`src/hw/rtl/tksd_pkg.sv`:
```
// Shared types, constants and lookup functions for the terminal key sequence decoder.
// Used by the channel interfaces, the parser, the output buffer and the top level.
`timescale 1ns / 1ps
`default_nettype none

package tksd_pkg;

  localparam int NUMBER_WIDTH = 16;

  typedef struct packed {
    logic       cmd;
    logic [7:0] rx_byte;
  } in_item_t;

  typedef struct packed {
    logic [1:0] event_kind;
    logic       mod_shift;
    logic       mod_alt;
    logic       mod_ctrl;
    logic [7:0] key_code;
    logic [7:0] mouse_column;
    logic [7:0] mouse_row;
    logic [2:0] mouse_button;
  } out_item_t;

  typedef struct packed {
    logic main_valid;
    logic skid_full;
  } buf_status_t;

  typedef struct packed {
    logic       hit;
    logic [7:0] code;
  } key_hit_t;

  localparam logic CMD_BYTE = 1'b0;
  localparam logic CMD_IDLE = 1'b1;

  localparam logic [1:0] EV_NONE  = 2'd0;
  localparam logic [1:0] EV_CHAR  = 2'd1;
  localparam logic [1:0] EV_KEY   = 2'd2;
  localparam logic [1:0] EV_MOUSE = 2'd3;

  localparam logic [7:0] KEY_TAB   = 8'd0;
  localparam logic [7:0] KEY_ENTER = 8'd1;
  localparam logic [7:0] KEY_ESC   = 8'd2;
  localparam logic [7:0] KEY_BKSP  = 8'd3;
  localparam logic [7:0] KEY_UP    = 8'd4;
  localparam logic [7:0] KEY_DOWN  = 8'd5;
  localparam logic [7:0] KEY_RIGHT = 8'd6;
  localparam logic [7:0] KEY_LEFT  = 8'd7;
  localparam logic [7:0] KEY_HOME  = 8'd8;
  localparam logic [7:0] KEY_END   = 8'd9;
  localparam logic [7:0] KEY_INS   = 8'd10;
  localparam logic [7:0] KEY_DEL   = 8'd11;
  localparam logic [7:0] KEY_PGUP  = 8'd12;
  localparam logic [7:0] KEY_PGDN  = 8'd13;
  localparam logic [7:0] KEY_F1    = 8'd14;

  // modifier bits: shift, alt, ctrl from LSB
  localparam logic [2:0] MOD_NONE  = 3'b000;
  localparam logic [2:0] MOD_SHIFT = 3'b001;
  localparam logic [2:0] MOD_ALT   = 3'b010;
  localparam logic [2:0] MOD_CTRL  = 3'b100;

  localparam logic [7:0] CH_NUL      = 8'h00;
  localparam logic [7:0] CH_CTRL_A   = 8'h01;
  localparam logic [7:0] CH_TAB      = 8'h09;
  localparam logic [7:0] CH_LF       = 8'h0A;
  localparam logic [7:0] CH_CR       = 8'h0D;
  localparam logic [7:0] CH_CTRL_Z   = 8'h1A;
  localparam logic [7:0] CH_ESC      = 8'h1B;
  localparam logic [7:0] CH_US       = 8'h1F;
  localparam logic [7:0] CH_DEL      = 8'h7F;
  localparam logic [7:0] CH_FF       = 8'hFF;
  localparam logic [7:0] CH_MINUS    = 8'h2D;
  localparam logic [7:0] CH_ZERO     = 8'h30;
  localparam logic [7:0] CH_ONE      = 8'h31;
  localparam logic [7:0] CH_NINE     = 8'h39;
  localparam logic [7:0] CH_SEMI     = 8'h3B;
  localparam logic [7:0] CH_UP_A     = 8'h41;
  localparam logic [7:0] CH_UP_B     = 8'h42;
  localparam logic [7:0] CH_UP_C     = 8'h43;
  localparam logic [7:0] CH_UP_D     = 8'h44;
  localparam logic [7:0] CH_UP_F     = 8'h46;
  localparam logic [7:0] CH_UP_H     = 8'h48;
  localparam logic [7:0] CH_UP_M     = 8'h4D;
  localparam logic [7:0] CH_UP_O     = 8'h4F;
  localparam logic [7:0] CH_UP_P     = 8'h50;
  localparam logic [7:0] CH_UP_Q     = 8'h51;
  localparam logic [7:0] CH_UP_R     = 8'h52;
  localparam logic [7:0] CH_UP_S     = 8'h53;
  localparam logic [7:0] CH_UP_Z     = 8'h5A;
  localparam logic [7:0] CH_LBRACKET = 8'h5B;
  localparam logic [7:0] CH_LO_A     = 8'h61;
  localparam logic [7:0] CH_LO_Z     = 8'h7A;
  localparam logic [7:0] CH_TILDE    = 8'h7E;
  localparam logic [7:0] CTRL_OFFSET = 8'h40;
  localparam logic [7:0] CASE_OFFSET = 8'h20;
  localparam logic [7:0] MOUSE_BIAS  = 8'd33;

  function automatic out_item_t make_event(input logic [1:0] kind, input logic [2:0] mods,
                                           input logic [7:0] code);
    out_item_t ev;
    ev.event_kind   = kind;
    ev.mod_shift    = mods[0];
    ev.mod_alt      = mods[1];
    ev.mod_ctrl     = mods[2];
    ev.key_code     = code;
    ev.mouse_column = 8'd0;
    ev.mouse_row    = 8'd0;
    ev.mouse_button = 3'd0;
    return ev;
  endfunction

  // key number of a CSI "n ~" sequence, for n below 32
  function automatic key_hit_t tilde_lookup(input logic [4:0] n);
    key_hit_t r;
    r.hit  = 1'b1;
    r.code = KEY_HOME;
    unique case (n)
      5'd1, 5'd7: r.code = KEY_HOME;
      5'd2, 5'd8: r.code = KEY_INS;
      5'd3:       r.code = KEY_DEL;
      5'd4:       r.code = KEY_END;
      5'd5:       r.code = KEY_PGUP;
      5'd6:       r.code = KEY_PGDN;
      5'd11, 5'd12, 5'd13, 5'd14, 5'd15:
        r.code = KEY_F1 + {3'd0, n} - 8'd11;
      5'd17, 5'd18, 5'd19, 5'd20, 5'd21:
        r.code = KEY_F1 + {3'd0, n} - 8'd12;
      5'd23, 5'd24:
        r.code = KEY_F1 + {3'd0, n} - 8'd13;
      default: r.hit = 1'b0;
    endcase
    return r;
  endfunction

  // final byte of an SS3 sequence
  function automatic key_hit_t ss3_lookup(input logic [7:0] ch);
    key_hit_t r;
    r.hit  = 1'b1;
    r.code = KEY_END;
    unique case (ch)
      CH_UP_F: r.code = KEY_END;
      CH_UP_H: r.code = KEY_HOME;
      CH_UP_P, CH_UP_Q, CH_UP_R, CH_UP_S: r.code = KEY_F1 + (ch - CH_UP_P);
      default: r.hit = 1'b0;
    endcase
    return r;
  endfunction

endpackage

`default_nettype wire

```
`src/hw/rtl/tksd_in_if.sv`:
```
// Input channel of the decoder: valid/ready handshake carrying one received byte or idle.
// Depends on tksd_pkg for the payload type.
`timescale 1ns / 1ps
`default_nettype none

interface tksd_in_if;
  logic               valid;
  logic               ready;
  tksd_pkg::in_item_t data;

  modport source (output valid, output data, input ready);
  modport sink (input valid, input data, output ready);
endinterface

`default_nettype wire

```
`src/hw/rtl/tksd_out_if.sv`:
```
// Output channel of the decoder: valid/ready handshake carrying one key or mouse event.
// Depends on tksd_pkg for the payload type.
`timescale 1ns / 1ps
`default_nettype none

interface tksd_out_if;
  logic                valid;
  logic                ready;
  tksd_pkg::out_item_t data;

  modport source (output valid, output data, input ready);
  modport sink (input valid, input data, output ready);
endinterface

`default_nettype wire

```
`src/hw/rtl/terminal_key_sequence_decoder_top.sv`:
```
// Terminal key sequence decoder: input register, sequence parser and output buffer.
// Depends on tksd_pkg, tksd_in_if, tksd_out_if, tksd_parser and tksd_out_buf.
`timescale 1ns / 1ps
`default_nettype none

// Usage:
// in_i carries one item per handshake: a received terminal byte (cmd = 0) or an
// idle marker (cmd = 1) that tells the decoder no further byte is pending, so an
// open sequence such as a lone ESC is closed. out_o carries at most one event per
// item: kind, Shift/Alt/Ctrl, key code and the mouse column, row and button.
// Items that only advance a sequence (ESC, CSI parameters, mouse report bytes)
// give no event.
// An accepted item is held in the input register and decoded by the parser, and
// its event is registered in the output buffer before it is shown on out_o.
// Throughput: one item per cycle while the skid entry is free; the parser handles
// a whole byte combinationally between the input register and the output register.
// Stall: the output holds a result register plus one skid entry. While the
// receiver stalls, both fill, then the item in the input register waits and
// in_i.ready drops until the receiver takes an event.
// Reset (rst_ni low, asynchronous): the parser returns to the ground state with
// cleared parameters, and all pending items and events are dropped.
module terminal_key_sequence_decoder_top #(
  parameter int NUMBER_WIDTH = tksd_pkg::NUMBER_WIDTH
) (
  input  wire logic   clk_i,
  input  wire logic   rst_ni,
  tksd_in_if.sink     in_i,
  tksd_out_if.source  out_o
);

  tksd_pkg::in_item_t    in_q;
  logic                  in_valid_q, in_valid_d;
  logic                  in_take;
  logic                  advance;
  logic                  ev_valid;
  tksd_pkg::out_item_t   ev;
  tksd_pkg::buf_status_t buf_status;

  // move the held item into the parser when the buffer has room
  assign advance  = in_valid_q && !buf_status.skid_full;
  assign in_i.ready = !in_valid_q || advance;
  assign in_take  = in_i.valid && in_i.ready;

  always_comb begin
    in_valid_d = in_valid_q;
    if (in_take) begin
      in_valid_d = 1'b1;
    end else if (advance) begin
      in_valid_d = 1'b0;
    end
  end

  always_ff @(posedge clk_i or negedge rst_ni) begin
    if (!rst_ni) begin
      in_valid_q <= 1'b0;
    end else begin
      in_valid_q <= in_valid_d;
    end
  end

  always_ff @(posedge clk_i) begin
    if (in_take) in_q <= in_i.data;
  end

  tksd_parser #(
    .NUMBER_WIDTH(NUMBER_WIDTH)
  ) u_parser (
    .clk_i      (clk_i),
    .rst_ni     (rst_ni),
    .step_i     (advance),
    .item_i     (in_q),
    .ev_valid_o (ev_valid),
    .ev_o       (ev)
  );

  tksd_out_buf u_out_buf (
    .clk_i    (clk_i),
    .rst_ni   (rst_ni),
    .push_i   (ev_valid),
    .ev_i     (ev),
    .status_o (buf_status),
    .out_o    (out_o)
  );

`ifndef SYNTH
  // an event never arrives when both buffer entries are taken
  assert property (@(posedge clk_i) disable iff (!rst_ni)
    ev_valid |-> !buf_status.skid_full)
    else $error("event pushed into a full output buffer");

  // the skid entry is only used behind a valid result register
  assert property (@(posedge clk_i) disable iff (!rst_ni)
    buf_status.skid_full |-> out_o.valid)
    else $error("skid entry occupied with empty result register");

  // the skid entry only fills while the receiver stalls
  assert property (@(posedge clk_i) disable iff (!rst_ni)
    $rose(buf_status.skid_full) |-> $past(out_o.valid && !out_o.ready))
    else $error("skid entry filled without a stalled receiver");

  // a parser step needs a held item
  assert property (@(posedge clk_i) disable iff (!rst_ni)
    ev_valid |-> in_valid_q)
    else $error("event produced without an input item");
`endif

endmodule

`default_nettype wire

```
`src/hw/rtl/tksd_parser.sv`:
```
// Escape sequence parser: holds the sequence state and decodes one item per step.
// Depends on tksd_pkg for item types, byte constants and key lookups.
`timescale 1ns / 1ps
`default_nettype none

module tksd_parser #(
  parameter int NUMBER_WIDTH = tksd_pkg::NUMBER_WIDTH
) (
  input  wire logic                clk_i,
  input  wire logic                rst_ni,
  input  wire logic                step_i,
  input  wire tksd_pkg::in_item_t  item_i,
  output logic                     ev_valid_o,
  output tksd_pkg::out_item_t      ev_o
);

  typedef enum logic [12:0] {
    ST_GROUND    = 13'h0001,
    ST_ESC       = 13'h0002,
    ST_CSI       = 13'h0004,
    ST_CSI_NUM1  = 13'h0008,
    ST_CSI_SEMI  = 13'h0010,
    ST_CSI_NUM2  = 13'h0020,
    ST_MOUSE1    = 13'h0040,
    ST_MOUSE2    = 13'h0080,
    ST_MOUSE3    = 13'h0100,
    ST_SS3       = 13'h0200,
    ST_SS3_ONE   = 13'h0400,
    ST_SS3_SEMI  = 13'h0800,
    ST_SS3_FINAL = 13'h1000
  } parse_state_e;

  parse_state_e             state_q, state_d;
  logic [NUMBER_WIDTH-1:0]  first_q, first_d;
  logic [NUMBER_WIDTH-1:0]  second_q, second_d;
  logic                     have1_q, have1_d;
  logic                     have2_q, have2_d;
  logic [7:0]               flags_q, flags_d;
  logic [7:0]               col_q, col_d;
  logic [2:0]               ss3_mods_q, ss3_mods_d;

  logic [7:0]               ch;
  logic                     digit;
  logic [NUMBER_WIDTH-1:0]  digit_val;
  tksd_pkg::key_hit_t       tilde_hit;
  tksd_pkg::key_hit_t       ss3_hit;
  logic                     csi_bad;
  logic [2:0]               csi_mods;
  logic [7:0]               csi_code;
  tksd_pkg::out_item_t      csi_ev;
  tksd_pkg::out_item_t      none_ev;
  tksd_pkg::out_item_t      mouse_ev;
  logic                     emit;
  tksd_pkg::out_item_t      ev;

  assign ch        = item_i.rx_byte;
  assign digit     = (ch >= tksd_pkg::CH_ZERO) && (ch <= tksd_pkg::CH_NINE);
  assign digit_val = NUMBER_WIDTH'(ch[3:0]);
  assign tilde_hit = tksd_pkg::tilde_lookup(first_q[4:0]);
  assign ss3_hit   = tksd_pkg::ss3_lookup(ch);
  assign none_ev   = tksd_pkg::make_event(tksd_pkg::EV_NONE, tksd_pkg::MOD_NONE, 8'd0);

  // CSI final byte: modifiers come from the last parameter given; a ~ final takes them only from the second
  always_comb begin
    csi_bad  = 1'b0;
    csi_mods = tksd_pkg::MOD_NONE;
    csi_code = tksd_pkg::KEY_TAB;
    if (ch == tksd_pkg::CH_TILDE) begin
      if (!have1_q) csi_bad = 1'b1;
      if (have2_q) begin
        if (second_q == '0) csi_bad = 1'b1;
        csi_mods = second_q[2:0] - 3'd1;
      end
      if (!tilde_hit.hit || (first_q[NUMBER_WIDTH-1:5] != '0)) csi_bad = 1'b1;
      csi_code = tilde_hit.code;
    end else begin
      if (have1_q) begin
        if (have2_q) begin
          if ((first_q != NUMBER_WIDTH'(1)) || (second_q == '0)) csi_bad = 1'b1;
          csi_mods = second_q[2:0] - 3'd1;
        end else begin
          if (first_q == '0) csi_bad = 1'b1;
          csi_mods = first_q[2:0] - 3'd1;
        end
      end
      unique case (ch)
        tksd_pkg::CH_UP_A: csi_code = tksd_pkg::KEY_UP;
        tksd_pkg::CH_UP_B: csi_code = tksd_pkg::KEY_DOWN;
        tksd_pkg::CH_UP_C: csi_code = tksd_pkg::KEY_RIGHT;
        tksd_pkg::CH_UP_D: csi_code = tksd_pkg::KEY_LEFT;
        tksd_pkg::CH_UP_F: csi_code = tksd_pkg::KEY_END;
        tksd_pkg::CH_UP_H: csi_code = tksd_pkg::KEY_HOME;
        tksd_pkg::CH_UP_Z: begin
          csi_code = tksd_pkg::KEY_TAB;
          csi_mods = tksd_pkg::MOD_SHIFT;
        end
        default: csi_bad = 1'b1;
      endcase
    end
    csi_ev = csi_bad ? none_ev : tksd_pkg::make_event(tksd_pkg::EV_KEY, csi_mods, csi_code);
  end

  // X10 report: flags byte carries button and modifiers
  always_comb begin
    mouse_ev = tksd_pkg::make_event(tksd_pkg::EV_MOUSE, flags_q[4:2], 8'd0);
    mouse_ev.mouse_column = col_q - tksd_pkg::MOUSE_BIAS;
    mouse_ev.mouse_row    = ch - tksd_pkg::MOUSE_BIAS;
    if (flags_q[6:5] == 2'b11) begin
      mouse_ev.mouse_button = flags_q[0] ? 3'd5 : 3'd4;
    end else if (flags_q[1:0] == 2'b11) begin
      mouse_ev.mouse_button = 3'd0;
    end else begin
      mouse_ev.mouse_button = {1'b0, flags_q[1:0]} + 3'd1;
    end
  end

  always_comb begin
    state_d    = state_q;
    first_d    = first_q;
    second_d   = second_q;
    have1_d    = have1_q;
    have2_d    = have2_q;
    flags_d    = flags_q;
    col_d      = col_q;
    ss3_mods_d = ss3_mods_q;
    emit       = 1'b0;
    ev         = none_ev;

    if (item_i.cmd == tksd_pkg::CMD_IDLE) begin
      // nothing more pending: close any open sequence
      emit = (state_q != ST_GROUND);
      unique case (state_q)
        ST_ESC: ev = tksd_pkg::make_event(tksd_pkg::EV_KEY, tksd_pkg::MOD_NONE,
                                          tksd_pkg::KEY_ESC);
        ST_CSI: ev = tksd_pkg::make_event(tksd_pkg::EV_CHAR, tksd_pkg::MOD_ALT,
                                          tksd_pkg::CH_LBRACKET);
        ST_SS3: ev = tksd_pkg::make_event(tksd_pkg::EV_CHAR, tksd_pkg::MOD_ALT,
                                          tksd_pkg::CH_UP_O);
        default: ev = none_ev;
      endcase
    end else begin
      unique case (state_q)
        ST_GROUND: begin
          emit = 1'b1;
          priority if (ch == tksd_pkg::CH_TAB) begin
            ev = tksd_pkg::make_event(tksd_pkg::EV_KEY, tksd_pkg::MOD_NONE,
                                      tksd_pkg::KEY_TAB);
          end else if (ch == tksd_pkg::CH_LF) begin
            ev = tksd_pkg::make_event(tksd_pkg::EV_KEY, tksd_pkg::MOD_CTRL,
                                      tksd_pkg::KEY_ENTER);
          end else if (ch == tksd_pkg::CH_CR) begin
            ev = tksd_pkg::make_event(tksd_pkg::EV_KEY, tksd_pkg::MOD_NONE,
                                      tksd_pkg::KEY_ENTER);
          end else if ((ch >= tksd_pkg::CH_CTRL_A) && (ch <= tksd_pkg::CH_CTRL_Z)) begin
            ev = tksd_pkg::make_event(tksd_pkg::EV_CHAR, tksd_pkg::MOD_CTRL,
                                      ch + tksd_pkg::CTRL_OFFSET);
          end else if (ch == tksd_pkg::CH_ESC) begin
            emit    = 1'b0;
            state_d = ST_ESC;
          end else if (ch == tksd_pkg::CH_US) begin
            ev = tksd_pkg::make_event(tksd_pkg::EV_CHAR,
                                      tksd_pkg::MOD_CTRL | tksd_pkg::MOD_ALT,
                                      tksd_pkg::CH_MINUS);
          end else if (ch == tksd_pkg::CH_DEL) begin
            ev = tksd_pkg::make_event(tksd_pkg::EV_KEY, tksd_pkg::MOD_NONE,
                                      tksd_pkg::KEY_BKSP);
          end else if ((ch == tksd_pkg::CH_NUL) || (ch == tksd_pkg::CH_FF)) begin
            ev = none_ev;
          end else begin
            ev = tksd_pkg::make_event(tksd_pkg::EV_CHAR, tksd_pkg::MOD_NONE, ch);
          end
        end

        ST_ESC: begin
          emit = 1'b1;
          priority if (ch == tksd_pkg::CH_ESC) begin
            ev = tksd_pkg::make_event(tksd_pkg::EV_KEY, tksd_pkg::MOD_NONE,
                                      tksd_pkg::KEY_ESC);
          end else if (ch == tksd_pkg::CH_LF) begin
            ev = tksd_pkg::make_event(tksd_pkg::EV_KEY, tksd_pkg::MOD_ALT,
                                      tksd_pkg::KEY_ENTER);
          end else if ((ch >= tksd_pkg::CH_CTRL_A) && (ch <= tksd_pkg::CH_CTRL_Z)) begin
            ev = tksd_pkg::make_event(tksd_pkg::EV_CHAR,
                                      tksd_pkg::MOD_CTRL | tksd_pkg::MOD_ALT,
                                      ch + tksd_pkg::CTRL_OFFSET);
          end else if (ch == tksd_pkg::CH_US) begin
            ev = tksd_pkg::make_event(tksd_pkg::EV_CHAR,
                                      tksd_pkg::MOD_CTRL | tksd_pkg::MOD_ALT |
                                      tksd_pkg::MOD_SHIFT, tksd_pkg::CH_MINUS);
          end else if (ch == tksd_pkg::CH_LBRACKET) begin
            emit     = 1'b0;
            first_d  = '0;
            second_d = '0;
            have1_d  = 1'b0;
            have2_d  = 1'b0;
            state_d  = ST_CSI;
          end else if (ch == tksd_pkg::CH_UP_O) begin
            emit    = 1'b0;
            state_d = ST_SS3;
          end else if ((ch >= tksd_pkg::CH_LO_A) && (ch <= tksd_pkg::CH_LO_Z)) begin
            ev = tksd_pkg::make_event(tksd_pkg::EV_CHAR, tksd_pkg::MOD_ALT,
                                      ch - tksd_pkg::CASE_OFFSET);
          end else if (ch == tksd_pkg::CH_DEL) begin
            ev = tksd_pkg::make_event(tksd_pkg::EV_KEY, tksd_pkg::MOD_ALT,
                                      tksd_pkg::KEY_BKSP);
          end else begin
            ev = tksd_pkg::make_event(tksd_pkg::EV_CHAR, tksd_pkg::MOD_ALT, ch);
          end
        end

        ST_CSI: begin
          priority if (ch == tksd_pkg::CH_UP_M) begin
            state_d = ST_MOUSE1;
          end else if (digit) begin
            first_d = digit_val;
            have1_d = 1'b1;
            state_d = ST_CSI_NUM1;
          end else if (ch == tksd_pkg::CH_SEMI) begin
            state_d = ST_CSI_SEMI;
          end else begin
            emit = 1'b1;
            ev   = csi_ev;
          end
        end

        ST_CSI_NUM1: begin
          priority if (digit) begin
            // n * 10 + digit, wrapping at the number width
            first_d = (first_q << 3) + (first_q << 1) + digit_val;
          end else if (ch == tksd_pkg::CH_SEMI) begin
            state_d = ST_CSI_SEMI;
          end else begin
            emit = 1'b1;
            ev   = csi_ev;
          end
        end

        ST_CSI_SEMI: begin
          if (digit) begin
            second_d = digit_val;
            have2_d  = 1'b1;
            state_d  = ST_CSI_NUM2;
          end else begin
            emit = 1'b1;
            ev   = csi_ev;
          end
        end

        ST_CSI_NUM2: begin
          if (digit) begin
            second_d = (second_q << 3) + (second_q << 1) + digit_val;
          end else begin
            emit = 1'b1;
            ev   = csi_ev;
          end
        end

        ST_MOUSE1: begin
          flags_d = ch;
          state_d = ST_MOUSE2;
        end

        ST_MOUSE2: begin
          col_d   = ch;
          state_d = ST_MOUSE3;
        end

        ST_MOUSE3: begin
          emit = 1'b1;
          ev   = mouse_ev;
        end

        ST_SS3: begin
          if (ch == tksd_pkg::CH_ONE) begin
            state_d = ST_SS3_ONE;
          end else begin
            emit = 1'b1;
            ev   = ss3_hit.hit ? tksd_pkg::make_event(tksd_pkg::EV_KEY,
                                                      tksd_pkg::MOD_NONE, ss3_hit.code)
                               : none_ev;
          end
        end

        ST_SS3_ONE: begin
          if (ch == tksd_pkg::CH_SEMI) begin
            state_d = ST_SS3_SEMI;
          end else begin
            emit = 1'b1;
          end
        end

        ST_SS3_SEMI: begin
          if (ch < tksd_pkg::CH_ONE) begin
            emit = 1'b1;
          end else begin
            ss3_mods_d = 3'(ch - tksd_pkg::CH_ONE);
            state_d    = ST_SS3_FINAL;
          end
        end

        ST_SS3_FINAL: begin
          emit = 1'b1;
          ev   = ss3_hit.hit ? tksd_pkg::make_event(tksd_pkg::EV_KEY, ss3_mods_q,
                                                    ss3_hit.code)
                             : none_ev;
        end

        default: begin
          emit = 1'b1;
        end
      endcase
    end

    // every event closes the sequence
    if (emit) state_d = ST_GROUND;
  end

  always_ff @(posedge clk_i or negedge rst_ni) begin
    if (!rst_ni) begin
      state_q    <= ST_GROUND;
      first_q    <= '0;
      second_q   <= '0;
      have1_q    <= 1'b0;
      have2_q    <= 1'b0;
      flags_q    <= '0;
      col_q      <= '0;
      ss3_mods_q <= '0;
    end else if (step_i) begin
      state_q    <= state_d;
      first_q    <= first_d;
      second_q   <= second_d;
      have1_q    <= have1_d;
      have2_q    <= have2_d;
      flags_q    <= flags_d;
      col_q      <= col_d;
      ss3_mods_q <= ss3_mods_d;
    end
  end

  assign ev_valid_o = step_i && emit;
  assign ev_o       = ev;

endmodule

`default_nettype wire

```
`src/hw/rtl/tksd_out_buf.sv`:
```
// Two-entry output buffer (result register plus skid entry) for decoded events.
// Depends on tksd_pkg and drives the source side of tksd_out_if.
`timescale 1ns / 1ps
`default_nettype none

module tksd_out_buf (
  input  wire logic                 clk_i,
  input  wire logic                 rst_ni,
  input  wire logic                 push_i,
  input  wire tksd_pkg::out_item_t  ev_i,
  output tksd_pkg::buf_status_t     status_o,
  tksd_out_if.source                out_o
);

  logic                main_valid_q, main_valid_d;
  logic                skid_valid_q, skid_valid_d;
  tksd_pkg::out_item_t main_q, main_d;
  tksd_pkg::out_item_t skid_q, skid_d;
  logic                pop;

  assign pop = main_valid_q && out_o.ready;

  always_comb begin
    main_valid_d = main_valid_q;
    skid_valid_d = skid_valid_q;
    main_d       = main_q;
    skid_d       = skid_q;
    if (skid_valid_q) begin
      // no push while the skid entry is taken
      if (pop) begin
        main_d       = skid_q;
        skid_valid_d = 1'b0;
      end
    end else if (push_i) begin
      if (!main_valid_q || pop) begin
        main_d       = ev_i;
        main_valid_d = 1'b1;
      end else begin
        skid_d       = ev_i;
        skid_valid_d = 1'b1;
      end
    end else if (pop) begin
      main_valid_d = 1'b0;
    end
  end

  always_ff @(posedge clk_i or negedge rst_ni) begin
    if (!rst_ni) begin
      main_valid_q <= 1'b0;
      skid_valid_q <= 1'b0;
    end else begin
      main_valid_q <= main_valid_d;
      skid_valid_q <= skid_valid_d;
    end
  end

  always_ff @(posedge clk_i) begin
    main_q <= main_d;
    skid_q <= skid_d;
  end

  assign out_o.valid         = main_valid_q;
  assign out_o.data          = main_q;
  assign status_o.main_valid = main_valid_q;
  assign status_o.skid_full  = skid_valid_q;

endmodule

`default_nettype wire

```
`src/flat_wrapper.sv`:
```
// flat-port wrapper written by rule: the top's interface ports become plain ports
module terminal_key_sequence_decoder_top_flat 
#(
  parameter int NUMBER_WIDTH = tksd_pkg::NUMBER_WIDTH
)
  (clk_i, rst_ni, in_i_valid, in_i_data, in_i_ready, out_o_valid, out_o_data, out_o_ready);
  tksd_in_if in_i_i ();
  tksd_out_if out_o_i ();
  input  wire logic clk_i;
  input  wire logic rst_ni;
  input wire logic [$bits(in_i_i.valid)-1:0] in_i_valid;
  input wire logic [$bits(in_i_i.data)-1:0] in_i_data;
  output wire logic [$bits(in_i_i.ready)-1:0] in_i_ready;
  output wire logic [$bits(out_o_i.valid)-1:0] out_o_valid;
  output wire logic [$bits(out_o_i.data)-1:0] out_o_data;
  input wire logic [$bits(out_o_i.ready)-1:0] out_o_ready;
  assign in_i_i.valid = in_i_valid;
  assign in_i_i.data = in_i_data;
  assign in_i_ready = in_i_i.ready;
  assign out_o_valid = out_o_i.valid;
  assign out_o_data = out_o_i.data;
  assign out_o_i.ready = out_o_ready;
  terminal_key_sequence_decoder_top #(.NUMBER_WIDTH(NUMBER_WIDTH)) u_core (.clk_i(clk_i), .rst_ni(rst_ni), .in_i(in_i_i), .out_o(out_o_i));
endmodule
```
`config.mk`:
```
export PLATFORM = sky130hd
export DESIGN_NAME = terminal_key_sequence_decoder_top_flat
export DESIGN_NICKNAME = d
export VERILOG_FILES = /design/src/hw/rtl/tksd_pkg.sv /design/src/hw/rtl/tksd_in_if.sv /design/src/hw/rtl/tksd_out_if.sv /design/src/hw/rtl/terminal_key_sequence_decoder_top.sv /design/src/hw/rtl/tksd_parser.sv /design/src/hw/rtl/tksd_out_buf.sv /design/src/flat_wrapper.sv
export SDC_FILE = /design/constraint.sdc
export NUM_CORES = 1
export LEC_CHECK = 0
export BUFFER_PORTS_ARGS = -buffer_cell sky130_fd_sc_hd__buf_2
export CAP_MARGIN = 10
export CORE_ASPECT_RATIO = 0.8
export CORE_MARGIN = 3
export CORE_UTILIZATION = 40
export CTS_CLUSTER_SIZE = 16
export DETAILED_ROUTE_END_ITERATION = 8
export GPL_ROUTABILITY_DRIVEN = 0
export PLACE_DENSITY = 0.54
export SLEW_MARGIN = 20
export SYNTH_ARGS = -nofsm -noshare
export SYNTH_HDL_FRONTEND = slang
export SYNTH_SLANG_ARGS = --single-unit
export TNS_END_PERCENT = 50
```
`constraint.sdc`:
```
create_clock -name clk_i -period 5.12 [get_ports clk_i]
set_input_delay 0.256 -clock clk_i [delete_from_list [all_inputs] [get_ports clk_i]]
set_output_delay 0.256 -clock clk_i [all_outputs]
set_load 0.1 [all_outputs]
```
# Yosys cells after proc, flatten, opt, wreduce, memory -nomap -nowiden

Index checks and enable logic that the tools add are counted.

Add/sub/neg operators: 18
Multiply operators: 0
Divide/modulo/power cells: 0
Order comparisons: 7
Eq/ne operators: 89
Shift operators: 0
Mux-type cells: 125
Bitwise operators: 4
Reductions and logical operators: 50

Operators with widths:

| operator            | number |
|---|---|
| $mux 32             | 28 |
| $mux 13             | 21 |
| $pmux 32 s8         | 1 |
| $mux 16             | 9 |
| $pmux 13 s10        | 1 |
| $eq 8x7->1 const B  | 16 |
| $pmux 16 s3         | 2 |
| $pmux 32 s3         | 1 |
| $pmux 8 s8          | 1 |
| $mux 1              | 47 |
| $ne 3x3->1 const B  | 14 |
| $eq 5x5->1 const B  | 7 |
| $add 16x16->16      | 2 |
| $add 16x4->16       | 2 |
| $logic_not 16->1    | 2 |
| $mux 31             | 1 |
| $eq 5x4->1 const B  | 6 |
| $eq 8x4->1 const B  | 3 |
| $ne 2x2->1 const B  | 12 |
| $pmux 4 s6          | 1 |
| $sub 8x6->8 const B | 3 |
| $reduce_bool 11->1  | 2 |
| $mux 3              | 7 |
| $eq 5x3->1 const B  | 4 |
| other kinds (61)    | 100 |

Bits in registers: 141
Latch bits: 0
Memory bits (writable): 0
ROM bits: 0
Input port bits: 13
Output and inout bits: 34
Word-level logic and storage cells: 322
Memories kept: 0

# Longest topological paths before layout

Word-level depth: 16
Depth in mapped cells: 15
Mapped depth without buffers: 12

# Modules after synthesis

Synthesis repeated with hierarchy kept, for this count alone.

Cells, all modules: 1079
Area total of the unflattened synthesis: 10229.8 sq um

By module, submodules not included:

| module                            | instances | cells each | area each (sq um) | sequential area each (sq um) |
|---|---|---|---|---|
| tksd_parser                       | 1         | 952        | 7407.1            | 1627.8 |
| tksd_out_buf                      | 1         | 113        | 2501.1            | 1971.9 |
| terminal_key_sequence_decoder_top | 1         | 14         | 321.6             | 295.3 |

# Least setup slack after synthesis

No wires, ideal clock.

Kind: reg2reg
Start point: register u_core.in_q[6] (netlist name)
End point: register u_core.u_out_buf.main_q, in the netlist u_core.u_out_buf.out_o.data[0] (enable)
Setup time: 432 ps
Data arrival time: 4041 ps
Data required time: 4688 ps
Setup slack: 647 ps
Stages on the path, launching flop included: 13
Buffers on the path: 3
Clock period less this slack: 4473 ps
Cells stage by stage: edfxtp_1 > clkbuf_1 > inv_1 > ha_1 > clkbuf_1 > and3b_1 > clkbuf_1 > a32oi_1 > nor2_1 > o31ai_1 > a41oi_2 > nand2_1 > a21oi_1

Word-level cells in the longest chain between the ends: 12
Elaborated cells on any way between the ends: 39
Classes of those cells: order compare: 5; eq/ne: 10; mux: 19; reduce/logical: 5

RTL lines:

| item                                                               | RTL line                                | text |
|---|---|---|
| start, declared                                                    | terminal_key_sequence_decoder_top.sv:31 | `tksd_pkg::in_item_t in_q;` |
| start signal, assigned                                             | terminal_key_sequence_decoder_top.sv:62 | `if (in_take) in_q <= in_i.data;` |
| parallel branches: the longest is 7 deep, another holds $ge 8x1->1 | --                                      |  |
| $pmux 1 s9 (*)                                                     | tksd_parser.sv:142                      | `unique case (state_q)` |
| $mux 1 (*)                                                         | tksd_parser.sv:129                      | `if (item_i.cmd == tksd_pkg::CMD_IDLE) begin` |
| $logic_and 1x1->1 (*)                                              | tksd_parser.sv:340                      | `assign ev_valid_o = step_i && emit;` |
| $reduce_bool 2->1 (no source line) (*)                             | --                                      |  |
| $reduce_and 3->1 (no source line) (*)                              | --                                      |  |
| end signal, assigned                                               | tksd_out_buf.sv:58                      | `main_q <= main_d;` |
| end, declared                                                      | tksd_out_buf.sv:17                      | `tksd_pkg::out_item_t main_q, main_d;` |

Every way passes the cells marked *.
A chain may end at the register's enable or synchronous reset.

# Final worst setup path

Start point: register u_core.in_q[0] (netlist name)
End point: register u_core.u_out_buf.main_q, in the netlist u_core.u_out_buf.out_o.data[22] (enable)

Same word-level chain as after synthesis.

==> impl_metrics.yaml <==
clock_tree:
  cts_max_path_buffers: 2
  cts_sinks: 141
  root_buffer: "clkbuf_16"
  cts_tree: "done"
  clk-insertion-delay-late_ps: 440
  cts_max_level: 4
  numCtsBuffers: 17
  ctsResizeCount: 0
  cts.clk_slew.worst_paths_ps: 60
floorplanning:
  die_y_um: 149
  rows: 51
  io_pins: 47
  start_util_pct: 41.4
  die_width_um: 185
  die-area_um2: 27700
  coreArea_um2: 24800
setup_path:
  critPathRequiredTime_ps: 5200
  crit_chain: "inv_1 > ha_1 > nor4b_1 > a31o_2 > nor2_1 > o31ai_1 > a41oi_2 > nand2_1 > a21oi_4 > buf_4"
  start_kind: "register"
  cp-end-kind: "register"
  cp_num_cells: 10
  path_delay_family: "compound AO/OA/AOI/OAI gates"
  slowest_stage: "edfxtp_1"
  cp.buffers_inverters: 2
  slowest_delay_ps: 670
  worst-setup-path-type: "register to register"
  ff2ff_path_depth: 10
  crit_fanout: 32
  critPathArrivalTime_ps: 4230
detailed_routing:
  avgRoutedWirePerCell_um: 20.6
  wl_mm: 30.2
  drt_first_pass_iters: 8
  drt_iter0_markers: 860
  viasPerCell: 5.95
  antenna_left: 0
  drcViolationCount: 0
  vias: 8728
sta:
  hold_violations: 0
  slew_violations: 0
  tightest_slew_ps: 986
  fmax_mhz: 241
  min_period_over_period_pct: 81.1
  min_period_ps: 4150
  setup_viol_count_final: 0
  skew_ps: 6.87
  finalSetupTns_ps: 0
  slew-limit-headroom_pct: 34.2
  rsz0062_at_grt: "no"
final_layout:
  multi_input_area_um2: 6030
  finalNetCount: 1236
  diodes: 0
  layoutNonFillerInstCount: 1467
  drive_gt1_share_pct: 11.3
  area_delta_synth_final_pct: 11.3
  seqCellArea_um2: 3890
  fill_cells: 2414
synthesis:
  synth_top_area_cell: "edfxtp_1"
  synth_edf_count: 73
  synth_flop_cell: "edfxtp_1"
  ys_types: 87
  ys_async_sr_fraction_pct: 48.2
  synth-seq-cells: 141
  yosysSeqAreaShare_pct: 37.9
  syn_nets: 1206
  yosysWarnings: 0
  synthCells: 1106
  netlist.area_leader.share_pct: 21.3
  syn_avg_cell_area_um2: 9.30
  syn_area_um2: 10300
  synth_area_leaders: "edfxtp_1 (21%), dfrtp_1 (16%), ha_1 (10%)"
placed_design:
  io_buffers: 46
  post-place-cells: 1429
  dp_hpwl_mm: 22.5
power_and_ir_drop:
  power_density_nw_per_um2: 496
  p_leak_nw: 4.80
  ir_drop_mv: 0.317
  finalPower_mw: 5.68
worst_hold_path:
  hold_path_class: "primary input to register"
  whs_path_depth: 1
global_route:
  grt_pass1_vias: 8321
  gr-total-overflow: 0
  grt_antenna_before_repair: 0
  grt_max_degree: 64
  grtUsageTotal_pct: 22.4
  grt_first_pass_wirelength_mm: 48.3
job:
  drv_cap: 0
run_status:
  status: "finished, final reports clean"
## power by group
group          switching (mW)  internal, mW  leakage [nW]  total [mW]
sequential              0.154          1.50          1.63        1.65
clock                   0.511         0.715         0.269        1.23
combinational            2.13         0.667          2.89        2.80
total                    2.80          2.88          4.80        5.68
## worst reg2reg max path: stages, from the launching register on
cell      delay [ps]
edfxtp_1         670
inv_1            320
ha_1             320
nor4b_1          170
a31o_2           290
nor2_1           510
o31ai_1          290
a41oi_2          400
nand2_1          230
a21oi_4          160
buf_4            410
## path summary, 6_finish.rpt
check                                                start                         endpoint  slack (ps)
worst min-delay path                          in_i_data[7]                   u_core.in_q[7]          10
worst min register to register  u_core.u_parser.flags_q[2]       u_core.u_parser.flags_q[2]         500
worst max register to register              u_core.in_q[0]  u_core.u_out_buf.out_o.data[22]         970
worst max-delay path                        u_core.in_q[0]  u_core.u_out_buf.out_o.data[22]         970
min in group asynchronous                           rst_ni       u_core.u_parser.first_q[9]         180
max in group asynchronous                           rst_ni       u_core.u_parser.flags_q[3]        3830
## registers in the layout, indices dropped and copies added (netlist names), 3 cells and up
| register | cells |
|---|---|
| u_core.u_parser.ss3_mods_q | 3 |
| u_core.in_q | 9 |
| u_core.u_out_buf.skid_q | 32 |
| u_core.u_parser.col_q | 8 |
| u_core.u_parser.flags_q | 7 |
| u_core.u_parser.state_q | 13 |
| u_core.u_parser.second_q | 16 |
| u_core.u_out_buf.out_o.data | 32 |
| u_core.u_parser.first_q | 16 |
## stage by stage
step	utilization, %	hold WS, ps	instance area [um2]	setup slack [ps]
floorplan	-	-39.6	10300	647
global placement	43.6	85.3	10800	1130
detailed placement	43.6	84.7	10800	1080
CTS	46.1	2.52	11400	1040
global route	46.1	7.47	11400	852
finish	46.1	10.7	11400	969
## layer usage
| layer | GRT usage [%] | share of wire [%] | vias to the layer above | wire [um] |
|---|---|---|---|---|
| li1 | - | - | 4229 | - |
| met3 | 6.08 | 7.5 | 40 | 2260 |
| met1 | 35.6 | 52 | 4157 | 15700 |
| met2 | 29.7 | 39 | 302 | 11800 |
| met4 | 4.76 | 1.4 | 0 | 410 |
| met5 | 0 | 0 | - | 0 |
## repair_timing
| action | CTS | global route |
|---|---|---|
| buffers inserted | 0 | 0 |
| hold buffers | 6 | 0 |
| hold endpoints to repair | 10 | 0 |
| endpoints found under the setup margin | 0 | 0 |
## kinds of logic after synthesis
group / count (synthesis) / synth area share, %
mux: 26 / 2.81
flops: 141 / 37.9
simple gates: 420 / 21.4
compound gates: 291 / 19.5
fa+ha+maj: 87 / 10.9
buf+inv: 95 / 3.67
xor+xnor: 46 / 3.92
## cell usage after synthesis, types with 15 or more instances
library cell	instances
o31ai_1	39
xnor2_1	34
nor2_1	78
clkbuf_1	44
ha_1	83
inv_1	38
a31oi_1	15
o211ai_1	15
o21ai_1	22
o21ai_0	41
a21oi_1	45
nand2_1	117
nand2b_1	23
nor2b_1	19
a21o_1	15
nor3_1	37
nor4_1	20
nand3_1	23
mux2_2	21
edfxtp_1	73
dfrtp_1	67
## layout make-up
cell class,count,share of cell area [%]
clock buffer,18,3.75
clock inverter,14,1.25
inverter,38,1.25
multi-input combinational,870,52.6
sequential,141,34.0
tap,318,3.48
timing repair buffer,68,3.61
## cells in the final DEF (no fill, tap or decap), drive strengths merged, types with 11 or more instances in the layout
master / netlist / final
a21o: 15 / 15
a21oi: 45 / 45
a22o: 12 / 12
a31oi: 15 / 15
buf: 13 / 62
clkbuf: 44 / 18
dfrtp: 67 / 67
edfxtp: 73 / 73
ha: 83 / 83
inv: 38 / 40
mux2: 23 / 23
nand2: 117 / 117
nand2b: 23 / 23
nand3: 23 / 23
nand4: 11 / 11
nor2: 78 / 78
nor2b: 19 / 19
nor3: 37 / 37
nor4: 23 / 23
o211ai: 15 / 15
o21ai: 63 / 63
o31ai: 39 / 39
or2: 13 / 13
or3: 11 / 11
or4: 11 / 11
xnor2: 34 / 34
xor2: 12 / 12
Power figures use the tool's default switching activity.
